$ cat src/design/dhcp_option_scanner_assert.svh
// assertion helpers, clocked on clk_i and disabled while rst_ni is low
`ifndef DHCP_OPTION_SCANNER_ASSERT_SVH
`define DHCP_OPTION_SCANNER_ASSERT_SVH

// property holds in the same cycle as its trigger
`define DOS_ASSERT(lbl, ante, cons, msg) \
  lbl: assert property (@(posedge clk_i) disable iff (!rst_ni) (ante) |-> (cons)) \
    else $error(msg);

// property holds in the cycle after its trigger
`define DOS_ASSERT_NEXT(lbl, ante, cons, msg) \
  lbl: assert property (@(posedge clk_i) disable iff (!rst_ni) (ante) |=> (cons)) \
    else $error(msg);

`endif

$ cat src/design/dos_pkg.sv
package dos_pkg;

  typedef struct packed {
    logic [7:0] data_byte;
    logic       last_byte;
  } item_t;

  typedef struct packed {
    logic [2:0]  outcome;
    logic [7:0]  message_type;
    logic        type_seen;
    logic [31:0] req_addr;
    logic        ip_found;
    logic [31:0] server_id;
    logic        server_seen;
  } result_t;

  // scan phases
  localparam logic [2:0] PH_CODE    = 3'd0;
  localparam logic [2:0] PH_LEN     = 3'd1;
  localparam logic [2:0] PH_SKIP    = 3'd2;
  localparam logic [2:0] PH_TYPEVAL = 3'd3;
  localparam logic [2:0] PH_CAPTURE = 3'd4;
  localparam logic [2:0] PH_DONE    = 3'd5;

  localparam logic [7:0] OPT_PAD      = 8'd0;
  localparam logic [7:0] OPT_REQ_IP   = 8'd50;
  localparam logic [7:0] OPT_MSG_TYPE = 8'd53;
  localparam logic [7:0] OPT_SERVER   = 8'd54;
  localparam logic [7:0] OPT_END      = 8'd255;

  localparam logic [7:0] ADDR_LEN = 8'd4;
  localparam logic [7:0] TYPE_LEN = 8'd1;

  localparam logic [2:0] OUT_BAD_COOKIE = 3'd0;
  localparam logic [2:0] OUT_OFFER      = 3'd1;
  localparam logic [2:0] OUT_ACK        = 3'd2;
  localparam logic [2:0] OUT_REQ_NO_IP  = 3'd3;
  localparam logic [2:0] OUT_OTHER      = 3'd4;
  localparam logic [2:0] OUT_UNKNOWN    = 3'd5;
  localparam logic [2:0] OUT_NO_TYPE    = 3'd6;
  localparam logic [2:0] OUT_TRUNCATED  = 3'd7;

  localparam logic [7:0] MT_DISCOVER = 8'd1;
  localparam logic [7:0] MT_OFFER    = 8'd2;
  localparam logic [7:0] MT_REQUEST  = 8'd3;
  localparam logic [7:0] MT_INFORM   = 8'd8;

  localparam logic [2:0] COOKIE_LEN = 3'd4;

  typedef struct packed {
    logic        done;
    logic        type_seen;
    logic [7:0]  type_val;
    logic        server_seen;
    logic [31:0] server_val;
  } type_status_t;

  typedef struct packed {
    logic        done;
    logic        ip_found;
    logic [31:0] ip_val;
  } ip_status_t;

  typedef struct packed {
    logic       step;   // byte goes to the scans
    logic       clear;  // packet ends with this byte
    logic [7:0] data;
  } scan_ctl_t;

  function automatic logic [7:0] cookie_byte(input logic [1:0] idx);
    logic [7:0] b;
    unique case (idx)
      2'd0:    b = 8'h63;
      2'd1:    b = 8'h82;
      2'd2:    b = 8'h53;
      default: b = 8'h63;
    endcase
    return b;
  endfunction

endpackage

$ cat src/design/dos_type_scan.sv
module dos_type_scan
  import dos_pkg::*;
(
  input  logic         clk_i,
  input  logic         rst_ni,
  input  scan_ctl_t    ctl_i,
  output type_status_t status_o
);

  logic [2:0]  phase_q, phase_d;
  logic [7:0]  code_q, code_d;
  logic [7:0]  rem_q, rem_d;
  logic        tseen_q, tseen_d;
  logic [7:0]  tval_q, tval_d;
  logic        sseen_q, sseen_d;
  logic [31:0] shift_q, shift_d;

  always_comb begin
    phase_d = phase_q;
    code_d  = code_q;
    rem_d   = rem_q;
    tseen_d = tseen_q;
    tval_d  = tval_q;
    sseen_d = sseen_q;
    shift_d = shift_q;
    if (ctl_i.step) begin
      unique case (phase_q)
        PH_CODE: begin
          if (ctl_i.data == OPT_END) begin
            phase_d = PH_DONE;
          end else begin
            code_d  = ctl_i.data;
            phase_d = PH_LEN;
          end
        end
        PH_LEN: begin
          priority if (code_q == OPT_MSG_TYPE && ctl_i.data == TYPE_LEN) begin
            phase_d = PH_TYPEVAL;
          end else if (code_q == OPT_SERVER && ctl_i.data == ADDR_LEN) begin
            rem_d   = ADDR_LEN;
            phase_d = PH_CAPTURE;
          end else if (ctl_i.data == 8'd0) begin
            phase_d = PH_CODE;
          end else begin
            rem_d   = ctl_i.data;
            phase_d = PH_SKIP;
          end
        end
        PH_SKIP: begin
          rem_d = rem_q - 8'd1;
          if (rem_q == 8'd1) phase_d = PH_CODE;
        end
        PH_TYPEVAL: begin
          // only the first option 53 counts
          if (!tseen_q) begin
            tseen_d = 1'b1;
            tval_d  = ctl_i.data;
          end
          phase_d = PH_CODE;
        end
        PH_CAPTURE: begin
          shift_d = {shift_q[23:0], ctl_i.data};
          rem_d   = rem_q - 8'd1;
          if (rem_q == 8'd1) begin
            sseen_d = 1'b1;
            phase_d = PH_DONE;
          end
        end
        default: ;
      endcase
    end
  end

  always_ff @(posedge clk_i or negedge rst_ni) begin
    if (!rst_ni) begin
      phase_q <= PH_CODE;
      code_q  <= '0;
      rem_q   <= '0;
      tseen_q <= 1'b0;
      sseen_q <= 1'b0;
    end else if (ctl_i.clear) begin
      phase_q <= PH_CODE;
      code_q  <= '0;
      rem_q   <= '0;
      tseen_q <= 1'b0;
      sseen_q <= 1'b0;
    end else begin
      phase_q <= phase_d;
      code_q  <= code_d;
      rem_q   <= rem_d;
      tseen_q <= tseen_d;
      sseen_q <= sseen_d;
    end
  end

  // values are qualified by the seen flags
  always_ff @(posedge clk_i) begin
    tval_q  <= tval_d;
    shift_q <= shift_d;
  end

  assign status_o.done        = (phase_d == PH_DONE);
  assign status_o.type_seen   = tseen_d;
  assign status_o.type_val    = tval_d;
  assign status_o.server_seen = sseen_d;
  assign status_o.server_val  = shift_d;

endmodule

$ cat src/design/dos_ip_scan.sv
module dos_ip_scan
  import dos_pkg::*;
(
  input  logic       clk_i,
  input  logic       rst_ni,
  input  scan_ctl_t  ctl_i,
  output ip_status_t status_o
);

  logic [2:0]  phase_q, phase_d;
  logic [7:0]  code_q, code_d;
  logic [7:0]  rem_q, rem_d;
  logic        found_q, found_d;
  logic [31:0] shift_q, shift_d;

  always_comb begin
    phase_d = phase_q;
    code_d  = code_q;
    rem_d   = rem_q;
    found_d = found_q;
    shift_d = shift_q;
    if (ctl_i.step) begin
      unique case (phase_q)
        PH_CODE: begin
          if (ctl_i.data == OPT_END) begin
            phase_d = PH_DONE;
          end else if (ctl_i.data != OPT_PAD) begin
            code_d  = ctl_i.data;
            phase_d = PH_LEN;
          end
        end
        PH_LEN: begin
          priority if (code_q == OPT_REQ_IP && ctl_i.data == ADDR_LEN) begin
            rem_d   = ADDR_LEN;
            phase_d = PH_CAPTURE;
          end else if (ctl_i.data == 8'd0) begin
            phase_d = PH_CODE;
          end else begin
            rem_d   = ctl_i.data;
            phase_d = PH_SKIP;
          end
        end
        PH_SKIP: begin
          rem_d = rem_q - 8'd1;
          if (rem_q == 8'd1) phase_d = PH_CODE;
        end
        PH_CAPTURE: begin
          shift_d = {shift_q[23:0], ctl_i.data};
          rem_d   = rem_q - 8'd1;
          if (rem_q == 8'd1) begin
            found_d = 1'b1;
            phase_d = PH_DONE;
          end
        end
        default: ;
      endcase
    end
  end

  always_ff @(posedge clk_i or negedge rst_ni) begin
    if (!rst_ni) begin
      phase_q <= PH_CODE;
      code_q  <= '0;
      rem_q   <= '0;
      found_q <= 1'b0;
    end else if (ctl_i.clear) begin
      phase_q <= PH_CODE;
      code_q  <= '0;
      rem_q   <= '0;
      found_q <= 1'b0;
    end else begin
      phase_q <= phase_d;
      code_q  <= code_d;
      rem_q   <= rem_d;
      found_q <= found_d;
    end
  end

  always_ff @(posedge clk_i) begin
    shift_q <= shift_d;
  end

  assign status_o.done     = (phase_d == PH_DONE);
  assign status_o.ip_found = found_d;
  assign status_o.ip_val   = shift_d;

endmodule

$ cat src/design/dhcp_option_scanner.sv
// channel | valid      | stall       | payload
// in      | in_valid_i | in_stall_o  | in_item_i    (item_t: data_byte, last_byte)
// out     | out_valid_o| out_stall_i | out_result_o (result_t, one beat per packet)
//
// one byte per cycle sustained while in_stall_o is low; each byte is held in the input register
// and a last byte's verdict passes from there into the result register
// the scans update from the input register in one pass, so bytes follow back to back
// a last byte waits in the input register only while the result register holds
// a beat under stall; other bytes never wait
// reset clears the cookie check, both scans and both valid flags
`include "dhcp_option_scanner_assert.svh"

module dhcp_option_scanner
  import dos_pkg::*;
(
  input  logic    clk_i,
  input  logic    rst_ni,
  input  logic    in_valid_i,
  output logic    in_stall_o,
  input  item_t   in_item_i,
  output logic    out_valid_o,
  input  logic    out_stall_i,
  output result_t out_result_o
);

  logic         in_valid_q;
  item_t        in_q;
  logic         out_valid_q;
  result_t      out_q, out_d;
  logic [2:0]   cookie_idx_q, cookie_idx_d;
  logic         cookie_bad_q, cookie_bad_d;
  logic         out_free, consume, emit, scan_en;
  scan_ctl_t    scan_ctl;
  type_status_t type_st;
  ip_status_t   ip_st;

  assign out_free   = !out_valid_q || !out_stall_i;
  assign consume    = in_valid_q && (!in_q.last_byte || out_free);
  assign emit       = consume && in_q.last_byte;
  assign in_stall_o = in_valid_q && !consume;

  assign scan_en = !cookie_bad_q && (cookie_idx_q == COOKIE_LEN);

  always_comb begin
    cookie_idx_d = cookie_idx_q;
    cookie_bad_d = cookie_bad_q;
    if (!cookie_bad_q && cookie_idx_q != COOKIE_LEN) begin
      cookie_bad_d = (in_q.data_byte != cookie_byte(cookie_idx_q[1:0]));
      cookie_idx_d = cookie_idx_q + 3'd1;
    end
  end

  assign scan_ctl.step  = consume && scan_en;
  assign scan_ctl.clear = emit;
  assign scan_ctl.data  = in_q.data_byte;

  dos_type_scan u_type_scan (
    .clk_i    (clk_i),
    .rst_ni   (rst_ni),
    .ctl_i    (scan_ctl),
    .status_o (type_st)
  );

  dos_ip_scan u_ip_scan (
    .clk_i    (clk_i),
    .rst_ni   (rst_ni),
    .ctl_i    (scan_ctl),
    .status_o (ip_st)
  );

  // verdict on the state left after the last byte
  always_comb begin
    priority if (cookie_bad_d) begin
      out_d.outcome = OUT_BAD_COOKIE;
    end else if (cookie_idx_d != COOKIE_LEN || !type_st.done) begin
      out_d.outcome = OUT_TRUNCATED;
    end else if (!type_st.type_seen) begin
      out_d.outcome = OUT_NO_TYPE;
    end else if (type_st.type_val == MT_DISCOVER) begin
      out_d.outcome = OUT_OFFER;
    end else if (type_st.type_val == MT_REQUEST) begin
      if (ip_st.ip_found)   out_d.outcome = OUT_ACK;
      else if (!ip_st.done) out_d.outcome = OUT_TRUNCATED;
      else                  out_d.outcome = OUT_REQ_NO_IP;
    end else if (type_st.type_val >= MT_OFFER && type_st.type_val <= MT_INFORM) begin
      out_d.outcome = OUT_OTHER;
    end else begin
      out_d.outcome = OUT_UNKNOWN;
    end
    out_d.type_seen    = type_st.type_seen && !cookie_bad_d;
    out_d.message_type = out_d.type_seen ? type_st.type_val : 8'd0;
    out_d.ip_found     = ip_st.ip_found && !cookie_bad_d;
    out_d.req_addr     = out_d.ip_found ? ip_st.ip_val : 32'd0;
    out_d.server_seen  = type_st.server_seen && !cookie_bad_d;
    out_d.server_id    = out_d.server_seen ? type_st.server_val : 32'd0;
  end

  always_ff @(posedge clk_i or negedge rst_ni) begin
    if (!rst_ni) begin
      in_valid_q   <= 1'b0;
      out_valid_q  <= 1'b0;
      cookie_idx_q <= '0;
      cookie_bad_q <= 1'b0;
    end else begin
      if (!in_stall_o) in_valid_q <= in_valid_i;
      if (emit) out_valid_q <= 1'b1;
      else if (!out_stall_i) out_valid_q <= 1'b0;
      if (emit) begin
        cookie_idx_q <= '0;
        cookie_bad_q <= 1'b0;
      end else if (consume) begin
        cookie_idx_q <= cookie_idx_d;
        cookie_bad_q <= cookie_bad_d;
      end
    end
  end

  always_ff @(posedge clk_i) begin
    if (!in_stall_o && in_valid_i) in_q <= in_item_i;
    if (emit) out_q <= out_d;
  end

  assign out_valid_o  = out_valid_q;
  assign out_result_o = out_q;

  `DOS_ASSERT(a_cookie_idx_range, 1'b1, cookie_idx_q <= COOKIE_LEN, "cookie index past cookie")
  `DOS_ASSERT(a_stall_needs_item, in_stall_o, in_valid_q && in_q.last_byte,
              "stall without pending last byte")
  `DOS_ASSERT_NEXT(a_packet_restart, emit, cookie_idx_q == 3'd0 && !cookie_bad_q,
                   "cookie check not restarted")
  `DOS_ASSERT(a_bad_cookie_clean, out_valid_q && out_q.outcome == OUT_BAD_COOKIE,
              !out_q.type_seen && !out_q.ip_found && !out_q.server_seen,
              "bad cookie verdict carries captures")
  `DOS_ASSERT(a_ack_has_ip, out_valid_q && out_q.outcome == OUT_ACK,
              out_q.ip_found && out_q.type_seen && out_q.message_type == MT_REQUEST,
              "ack without requested address")

endmodule

$ cat config.mk
export PLATFORM = sky130hd
export DESIGN_NAME = dhcp_option_scanner
export DESIGN_NICKNAME = d
export VERILOG_FILES = /design/src/design/dos_pkg.sv /design/src/design/dos_type_scan.sv /design/src/design/dos_ip_scan.sv /design/src/design/dhcp_option_scanner.sv
export VERILOG_INCLUDE_DIRS = /design/src /design/src/design
export SDC_FILE = /design/constraint.sdc
export NUM_CORES = 1
export LEC_CHECK = 0
export BUFFER_PORTS_ARGS = -buffer_cell sky130_fd_sc_hd__clkbuf_2
export CAP_MARGIN = 20
export CORE_MARGIN = 4
export CORE_UTILIZATION = 38
export DETAILED_ROUTE_END_ITERATION = 16
export SLEW_MARGIN = 10
export SYNTH_ARGS = -nofsm -noshare
export SYNTH_HDL_FRONTEND = slang
export SYNTH_SLANG_ARGS = --single-unit
$ cat constraint.sdc
create_clock -name clk_i -period 4.1 [get_ports clk_i]
set_input_delay 0.41 -clock clk_i [delete_from_list [all_inputs] [get_ports clk_i]]
set_output_delay 0.41 -clock clk_i [all_outputs]
set_load 0.02 [all_outputs]
# After elaboration in Yosys (flattened, before gate mapping)
# Cells that the tools add are included.
[word_totals] regBits=206 inputBits=13 out_inout_bits=80 elab_cells=173
[op_classes] add_sub_neg=3 n_lt_le_gt_ge=2 eq_ne=30 muxes=71 n_reduce_logical=42
[ops] op="$mux 8" count=21
[ops] op="$mux 32" count=4
[ops] op="$mux 3" count=23
[ops] op="$pmux 8 s2" count=3
[ops] op="$eq 8x1->1 const B" count=4
[ops] op="$eq 8x6->1 const B" count=3
[ops] op="$mux 1" count=17
[ops] op="$sub 8x1->8 const B" count=2
[ops] op="$eq 3x3->1 const B" count=5
[ops] op="$pmux 3 s5" count=1
[ops] op="$logic_and 1x1->1" count=14
[ops] op="$pmux 3 s4" count=1
[ops] op="$reduce_bool 2->1" count=5
[ops] op="$eq 3x2->1 const B" count=3
[ops] op="$ne 3x3->1 const B" count=3
[ops] op="$eq 8x2->1 const B" count=1
[ops] op="$eq 8x3->1 const B" count=1
[ops] op="$eq 8x8->1 const B" count=1
[ops] op="$ge 8x2->1 const B" count=1
[ops] op="$le 8x4->1 const B" count=1
[ops] op="$logic_not 1->1" count=8
[ops] op="$logic_not 8->1" count=1
[ops] op="$ne 8x8->1" count=1
[ops] op="$reduce_and 4->1" count=2
[ops] op="15 further kinds" count=22

# Logic depth before layout (Yosys ltp)
# Gate-level depths: netlist of run 1.
[logic_depth] depth_word=13 depth_mapped=11 depth_no_buf=8

# Modules after synthesis
# A second synthesis of run 1 with hierarchy kept.
[unflattened] hier_cells=695 hier_area_um2=8793.4
[by_module_without_submodules] module="dhcp_option_scanner" n_inst=1 cells_per_inst=246 area_each_um2=3774.9 seq_area_each_um2=2762.6
[by_module_without_submodules] module="dos_type_scan" n_inst=1 cells_per_inst=230 area_each_um2=2577.5 seq_area_each_um2=1326.3
[by_module_without_submodules] module="dos_ip_scan" n_inst=1 cells_per_inst=219 area_each_um2=2441.1 seq_area_each_um2=1141.1

# Worst setup path after synthesis of run 1
# Ideal clock, no wire load.
[synth_path] path_type="reg2reg" from="reg out_valid_q (netlist: out_valid_o)" to="reg out_q (netlist bit out_result_o[0]) (enable)" setup_time_ns=0.472 arrival_time_ns=3.507 required_ns=3.628 slack_ns=0.121 stages_incl_launch_ff=6 n_path_buf=2 period_less_slack_ns=3.979 cell_sequence="dfrtp_1 > nand2_1 > nand3_1 > inv_1 > clkbuf_1 > buf_1"
[synth_via] elab_chain_cells=5
[synth_lines] element="from (decl)" line="dhcp_option_scanner.sv:28" text="logic out_valid_q;"
[synth_lines] element="from (signal assigned)" line="dhcp_option_scanner.sv:101" text="out_valid_q <= 1'b0;"
[synth_lines] element="from (signal assigned)" line="dhcp_option_scanner.sv:106" text="if (emit) out_valid_q <= 1'b1;"
[synth_lines] element="from (signal assigned)" line="dhcp_option_scanner.sv:107" text="else if (!out_stall_i) out_valid_q <= 1'b0;"
[synth_lines] element="$logic_not 1->1" line="dhcp_option_scanner.sv:37" text="assign out_free = !out_valid_q || !out_stall_i;"
[synth_lines] element="$logic_or 1x1->1" line="dhcp_option_scanner.sv:37"
[synth_lines] element="$logic_or 1x1->1" line="dhcp_option_scanner.sv:38" text="assign consume = in_valid_q && (!in_q.last_byte || out_free);"
[synth_lines] element="$logic_and 1x1->1" line="dhcp_option_scanner.sv:38"
[synth_lines] element="$logic_and 1x1->1" line="dhcp_option_scanner.sv:39" text="assign emit = consume && in_q.last_byte;"
[synth_lines] element="via emit" line="dhcp_option_scanner.sv:32" text="logic out_free, consume, emit, scan_en;"
[synth_lines] element="to (signal assigned)" line="dhcp_option_scanner.sv:120" text="if (emit) out_q <= out_d;"
[synth_lines] element="to (decl)" line="dhcp_option_scanner.sv:29" text="result_t out_q, out_d;"
# The timed path passes the listed nets, and every way through them passes these cells.
# A chain may end at the register's enable or synchronous reset.

# Worst setup path in the final report of run 1
[layout_path] from="reg cookie_idx_q[0]" to="reg out_q (netlist bit out_result_o[77]), data pin"
[layout_via] elab_chain_cells=11 elab_cells_between_ends=31 classes_between="add/sub: 1; eq/ne: 10; mux: 15; reduce/logical: 5"
[layout_lines] element="from (decl)" line="dhcp_option_scanner.sv:30" text="logic [2:0] cookie_idx_q, cookie_idx_d;"
[layout_lines] element="from (signal assigned)" line="dhcp_option_scanner.sv:112" text="cookie_idx_q <= cookie_idx_d;"
[layout_lines] element="$eq 3x3->1" line="dhcp_option_scanner.sv:42" text="assign scan_en = !cookie_bad_q && (cookie_idx_q == COOKIE_LEN);"
[layout_lines] element="$logic_and 1x1->1" line="dhcp_option_scanner.sv:42"
[layout_lines] element="$logic_and 1x1->1" line="dhcp_option_scanner.sv:53" text="assign scan_ctl.step = consume && scan_en;"
[layout_lines] element="$mux 3" line="dos_ip_scan.sv:22" text="if (ctl_i.step) begin"
[layout_lines] element="$eq 3x3->1" line="dos_ip_scan.sv:83" text="assign status_o.done = (phase_d == PH_DONE);"
[layout_lines] element="$mux 3" line="dhcp_option_scanner.sv:83" text="else if (!ip_st.done) out_d.outcome = OUT_TRUNCATED;"
[layout_lines] element="$mux 3" line="dhcp_option_scanner.sv:82" text="if (ip_st.ip_found) out_d.outcome = OUT_ACK;"
[layout_lines] element="$mux 3" line="dhcp_option_scanner.sv:81" text="end else if (type_st.type_val == MT_REQUEST) begin"
[layout_lines] element="$mux 3" line="dhcp_option_scanner.sv:79" text="end else if (type_st.type_val == MT_DISCOVER) begin"
[layout_lines] element="$mux 3" line="dhcp_option_scanner.sv:77" text="end else if (!type_st.type_seen) begin"
[layout_lines] element="$mux 3" line="dhcp_option_scanner.sv:75" text="end else if (cookie_idx_d != COOKIE_LEN || !type_st.done) begin"
# Several ways; a longest one is shown, not always the timed one. The select of a mux whose other input is x is not followed.

==> flow_summary.toml, run 1 <==
[worst_setup_path]
crit_top_cell = "o41ai_1"
crit_chain = "inv_1 > ha_1 > and3b_1 > nand3_1 > o41ai_1 > o41ai_1 > o311ai_1 > a31oi_1"
worstPathRequired_ns = 4.35
path_max_fanout = 11
critPathMaxStageDelay_ns = 0.44
timing.critical_path.slowest_stage_cell = "dfrtp_1"
cp_top_family = "compound AO/OA/AOI/OAI gates"
worst-setup-path-type = "flop to flop"
crit_buf_inv = 1
timing.rr.start = "cookie_idx_q[0]"
startpoint_type = "flop"
cp_data_arrival_time_ns = 3.12
startpoint = "cookie_idx_q[0]"
end_kind = "flop"

[routing]
num_vias = 5638
routed_wl_um = 17800
drc_errors = 0
wl_per_cell_um = 16.2
first_pass_iters = 5
drt_iter0_drc = 349
detail-route-antenna-nets = 0
via_per_inst = 5.13

[worst_hold_path]
holdCritPathClass = "input pin to asynchronous set/reset pin"

[power_and_ir_drop]
powerDensity_mw_per_mm2 = 450
pwr-share-clk_pct = 42.4
swShare_pct = 23.9
p_int_uw = 3450
power_leakage_uw = 0.00403
p_seq_share_pct = 50.5
peakVddDrop_mv = 0.265
p_sw_uw = 1080
combPwrFrac_pct = 7.1

[global_route]
grt_use_total_pct = 14.3
grt_overflow = 0
grt_max_degree = 65
antenna_found_initial = 0
grt_pass1_wl_um = 29000
grt_pass1_vias = 5489

[placed_design]
hpwlAfterDp_um = 11800
portBuffers = 92
placed_area_mm2 = 0.00935
dp.cells = 1056
gp_congestion = 0.832

[clock_tree]
cts_resized = 0
cts_hold_buf = 0
cts_tree = "done"
clockRootBuffer = "clkbuf_16"
numClockSinks = 206
numCtsBuffers = 23
h-tree-depth = 1
clk_latency_ns = 0.52
cts.clk_slew.worst_paths_ns = 0.06
cts_setup_buffers = 0
clockBufferDepth = 3

[floorplanning]
rows = 54
die-area_mm2 = 0.0251
initial_core_util_pct = 39.1
die_w_um = 159
die_y_um = 159
core_mm2 = 0.0220
ioPinCount = 93

[synth]
ys_seq_elements = 206
ys_types = 72
syn-num-nets = 734
synth_cells = 713
async_flop_share_pct = 22.8
ys_warn_count = 0
syn_area_mm2 = 0.00861
avgSynthCellArea_um2 = 12.1
synth-edff-count = 87
ys_seq_area_share_pct = 60.8
synth_ff_type = "edfxtp_1"

[sta]
tns_ns = 0
skew_ns = 0.0139
tightest_slew_ns = 0.741
fin_crit_sh_pct = 70.0
rsz0062_at_grt = "no"
clock.fmax_mhz = 348
drv_slew = 0
setup_viol = 0
maxSlewHeadroom_pct = 50.4
hold_violations = 0
min_period_ns = 2.87

[finish]
n_antenna_cell = 0
fin_cells = 1098
layout.nets = 822
fin_util_pct = 45.7
syn_to_final_growth_pct = 17.0
drive_gt1_share_pct = 27.0
fin_area_mm2 = 0.0101

[flow_run]
cap_violations = 0

[outcome]
status = "completed"
==> power by group through the flow <==
stage                     registers [uW]  clock network (uW)  logic [uW]
after floorplan                     2350                   0         186
after global placement              2330                   0         325
after detailed placement            2330                   0         326
after CTS                           2290                1990         327
after global routing                2300                2080         361
final                               2290                1920         322
==> sequential cells by signal, indices dropped and copies added, names as in the netlist <==
register,count
u_type_scan.shift_q,32
in_q,9
u_ip_scan.phase_q,3
out_valid_o,1
u_type_scan.rem_q,8
u_ip_scan.rem_q,8
u_type_scan.sseen_q,1
u_type_scan.code_q,8
u_ip_scan.code_q,8
u_type_scan.tseen_q,1
cookie_bad_q,1
cookie_idx_q,3
u_type_scan.tval_q,8
u_ip_scan.found_q,1
out_result_o,78
u_ip_scan.shift_q,32
u_type_scan.phase_q,3
in_valid_q,1
==> layout make-up <==
class,count,area (um2)
well taps,280,350
repair buffers,106,578
inverters,27,104
flip-flops and latches,206,5230
clock buffers,34,657
fillers,2083,12000
clock inverters,8,58.8
multi-input cells,437,3090
==> path summary, 6_finish.rpt <==
check / end / slack (ns) / cells past startpoint
worst max-delay path: out_result_o[77] / 1.23 / 8
worst min-delay path: u_ip_scan.rem_q[5] / 0.004 / 2
worst max register to register: out_result_o[77] / 1.23 / 8
worst min register to register: u_type_scan.shift_q[28] / 0.46 / 1
max in group asynchronous: u_type_scan.rem_q[6] / 3.66 / 2
min in group clk_i: in_q[7] / 0.07 / 1
==> layer usage <==
layer	global-route usage, %	wire, um
met4	3.98	311
met3	2.50	1020
met1	20.6	8520
met5	0	0
met2	22.3	7990
==> logic make-up after synthesis <==
group           Yosys count  share of synthesized area, %
compound gates          106                          8.04
xor+xnor                  4                         0.407
fa+ha+maj                 8                          1.16
buf+inv                  70                          3.47
flops                   206                          60.8
mux                      80                          10.3
simple gates            239                          15.8
==> Yosys cell counts, types with 2 or more instances <==
cell      count  area share [%]
edfxtp_1     87              30
dfxtp_1      72              17
nor2b_1      72             5.2
mux2_2       63             8.2
nor2_1       49             2.1
dfrtp_1      47              14
nand2_1      37             1.6
inv_1        27             1.2
a21oi_1      24             1.4
nand3_1      21             1.2
buf_2        20             1.2
clkbuf_1     18            0.78
o21ai_0      16            0.93
o21ai_1      13            0.76
mux2i_1      11             1.3
a211oi_1      8            0.70
ha_1          8             1.2
o31ai_1       8            0.70
nor3_1        7            0.41
mux2_1        6            0.78
nand4_1       6            0.44
nor4_1        6            0.44
o22ai_1       6            0.44
o41ai_1       5            0.51
and2_1        4            0.29
nand2b_1      4            0.29
a22oi_1       3            0.26
a32o_1        3            0.35
buf_1         3            0.13
nor4_2        3            0.44
or3_1         3            0.22
a21o_1        2            0.17
a221oi_1      2            0.20
nand3b_1      2            0.17
nand4b_1      2            0.20
nor3b_1       2            0.17
nor4_4        2            0.49
nor4b_1       2            0.20
nor4bb_1      2            0.23
o21a_1        2            0.17
or4_1         2            0.17
xnor2_1       2            0.20
xor2_1        2            0.20
==> through the flow <==
stage               power [uW]  setup slack, ns  hold slack [ns]
floorplan                 2540            0.121            0.114
global placement          2660             1.39            0.445
detailed placement        2660             1.26            0.451
CTS                       4610             1.23           0.0248
global route              4740            0.916           0.0555
finish                    4530             1.23          0.00353
==> cell usage in the layout, fill, tap and decap left out, types with 4 or more instances in the layout <==
| cell type | count |
|---|---|
| clkbuf_2 | 92 |
| edfxtp_1 | 87 |
| nor2b_1 | 72 |
| dfxtp_1 | 72 |
| mux2_2 | 63 |
| nor2_1 | 49 |
| dfrtp_1 | 47 |
| nand2_1 | 37 |
| inv_1 | 26 |
| a21oi_1 | 24 |
| clkbuf_16 | 23 |
| nand3_1 | 21 |
| o21ai_0 | 16 |
| o21ai_1 | 13 |
| buf_4 | 13 |
| mux2i_1 | 11 |
| a211oi_1 | 8 |
| o31ai_1 | 8 |
| ha_1 | 8 |
| nor3_1 | 7 |
| clkbuf_1 | 7 |
| nand4_1 | 6 |
| nor4_1 | 6 |
| mux2_1 | 6 |
| o41ai_1 | 5 |
| and2_1 | 4 |
| o22ai_1 | 4 |
| nand2b_1 | 4 |
| clkbuf_8 | 4 |
Note: power is estimated with default switching activity, not from simulation.
==> run 2, diff against run 1 <==
==> constraint.sdc (replaced) <==
create_clock -name clk_i -period 2.4 [get_ports clk_i]
set_input_delay 0.24 -clock clk_i [delete_from_list [all_inputs] [get_ports clk_i]]
set_output_delay 0.24 -clock clk_i [all_outputs]
set_load 0.02 [all_outputs]
==> flow_summary.toml, run 2 (synthesized netlist as in run 1, its figures left out) <==
[outcome]
status = "completed"

[floorplanning]
die-area_mm2 = 0.0251
core_mm2 = 0.0220
initial_core_util_pct = 39.1
ioPinCount = 93
rows = 54
die_w_um = 159
die_y_um = 159

[power_and_ir_drop]
p_seq_share_pct = 46.7
total_power_uw = 8300
peakVddDrop_mv = 0.448
pwr-share-clk_pct = 44.8
swShare_pct = 23.3
p_int_uw = 6360
power_leakage_uw = 0.00435
p_sw_uw = 1940
combPwrFrac_pct = 8.4
powerDensity_mw_per_mm2 = 775

[placed_design]
gp_congestion = 0.840
portBuffers = 92
hpwlAfterDp_um = 12500
dp.cells = 1089

[finish]
multi_input_comb_area_mm2 = 0.00318
fin_cells = 1145
final_common_cell = "clkbuf_2"
final_cell_mix = "clkbuf_2 (92), edfxtp_1 (87), nor2b_1 (72), dfxtp_1 (72), mux2_2 (63)"
layout.nets = 869
seqCellArea_mm2 = 0.00523
largest_reg_flops = 78
drive_gt1_share_pct = 31.7
syn_to_final_growth_pct = 24.4
nFillCells = 1983
n_antenna_cell = 0

[routing]
num_vias = 5767
drt_iter0_drc = 367
drc_errors = 0
via_per_inst = 5.04
wl_per_cell_um = 16.3
first_pass_iters = 5
routed_wl_um = 18700
detail-route-antenna-nets = 0

[worst_setup_path]
path_max_fanout = 5
cp_top_family = "simple AND/OR/NAND/NOR gates"
cp_data_arrival_time_ns = 2.61
critPathMaxStageDelay_ns = 0.56
startpoint_type = "flop"
end_kind = "flop"
crit_chain = "or4b_4 > nor4_4 > nor4_2 > or3_4 > nor3_4 > a31oi_1"
crit_buf_inv = 0
worst-setup-path-type = "flop to flop"
worstPathRequired_ns = 2.65
timing.critical_path.slowest_stage_cell = "or4b_4"

[sta]
min_period_ns = 2.36
maxSlewHeadroom_pct = 53.5
skew_ns = 0.00683
rsz0062_at_grt = "yes"
tightest_slew_ns = 0.697
drv_slew = 0
hold_violations = 0
fin_crit_sh_pct = 98.4
clock.fmax_mhz = 423
setup_viol = 0

[clock_tree]
h-tree-depth = 1
cts.clk_slew.worst_paths_ns = 0.05
clk_latency_ns = 0.52
numCtsBuffers = 23
clockRootBuffer = "clkbuf_16"
numClockSinks = 206
cts_tree = "done"
clockBufferDepth = 3

[global_route]
grt_pass1_wl_um = 29500
grt_overflow = 0
grt_max_degree = 69
grt_use_total_pct = 14.6
grt_pass1_vias = 5547
antenna_found_initial = 0

[flow_run]
cap_violations = 0

[worst_hold_path]
holdCritPathClass = "input pin to asynchronous set/reset pin"
[run 2: cell types whose count changed in the layout (fill, tap and decap cells not counted), moves of 2 or more]
cell,previous run,this run
buf_12,1,6
buf_4,13,43
bufinv_16,0,3
clkbuf_1,7,1
clkbuf_8,4,7
dlygate4sd3_1,0,12
o41ai_1,5,3
o41ai_2,0,2
[run 2: metrics by stage]
stage | hold slack, ns | utilization (%) | worst slack (ns) | TNS (ns) | instance area (um2)
6_report | 0.304 | 48.6 | 0.0383 | 0 | 10700
5_1_grt | 0.391 | 48.6 | -0.0764 | -0.173 | 10700
4_1_cts | 0.308 | 48.2 | 0.0337 | 0 | 10600
3_5_place_dp | 0.321 | 43.9 | 0.0678 | 0 | 9660
3_3_place_gp | 0.321 | 43.9 | 0.0965 | 0 | 9660
2_1_floorplan | -0.0556 | - | 0.0631 | 0 | 8610
[run 2: routing by layer]
metal  wire length (um)  share of wire, %  vias to the layer above  global-route usage [%]
li1                   -                 -                     2836                       -
met1               8620                46                     2738                    20.0
met2               8580                46                      155                    24.1
met3               1050               5.6                       38                    2.72
met4                406               2.2                        0                    3.61
met5                  0                 0                        -                       0
[run 2: power groups by stage]
| stage | registers, uW | clock network, uW | logic [uW] |
|---|---|---|---|
| CTS | 3880 | 3840 | 646 |
| global route | 3890 | 3970 | 768 |
| detailed placement | 3950 | 0 | 630 |
| floorplan | 4010 | 0 | 318 |
| finish | 3880 | 3720 | 700 |
| global placement | 3950 | 0 | 625 |
[run 2: timing repair]
| action | 4_1_cts | 5_1_grt |
|---|---|---|
| setup buffers | 0 | 2 |
| resized for setup | 0 | 17 |
| hold buffers | 12 | 0 |
| setup endpoints to repair | 0 | 41 |
| hold endpoints to repair | 35 | 0 |
[run 2: final timing paths]
path                            slack [ns]  cells after the start                 endpoint                     from
worst max-delay path                  0.04                      6         out_result_o[77]                  in_q[2]
min in group clk_i                    0.43                      2                  in_q[6]             in_item_i[6]
worst max register to register        0.04                      6         out_result_o[77]                  in_q[2]
worst min-delay path                  0.30                      2      u_ip_scan.code_q[4]                   rst_ni
worst min register to register        0.46                      1  u_type_scan.shift_q[28]  u_type_scan.shift_q[28]
max in group asynchronous             1.52                      3          cookie_idx_q[2]                   rst_ni
[run 2: worst register-to-register path, delay by kind of cell, from the launching register on]
family / cells / cell delay [ns]
flip-flops: 1 / 0.45
AND/OR/NAND/NOR: 5 / 1.55
AO/OA/AOI/OAI: 1 / 0.11
[run 2: cell type report]
| cell class | count | area share, % |
|---|---|---|
| clock buffer | 31 | 6.31 |
| clock inverter | 11 | 1.38 |
| inverter | 27 | 0.970 |
| multi-input combinational | 437 | 29.7 |
| sequential | 206 | 48.8 |
| tap | 280 | 3.27 |
| timing repair buffer | 153 | 9.56 |
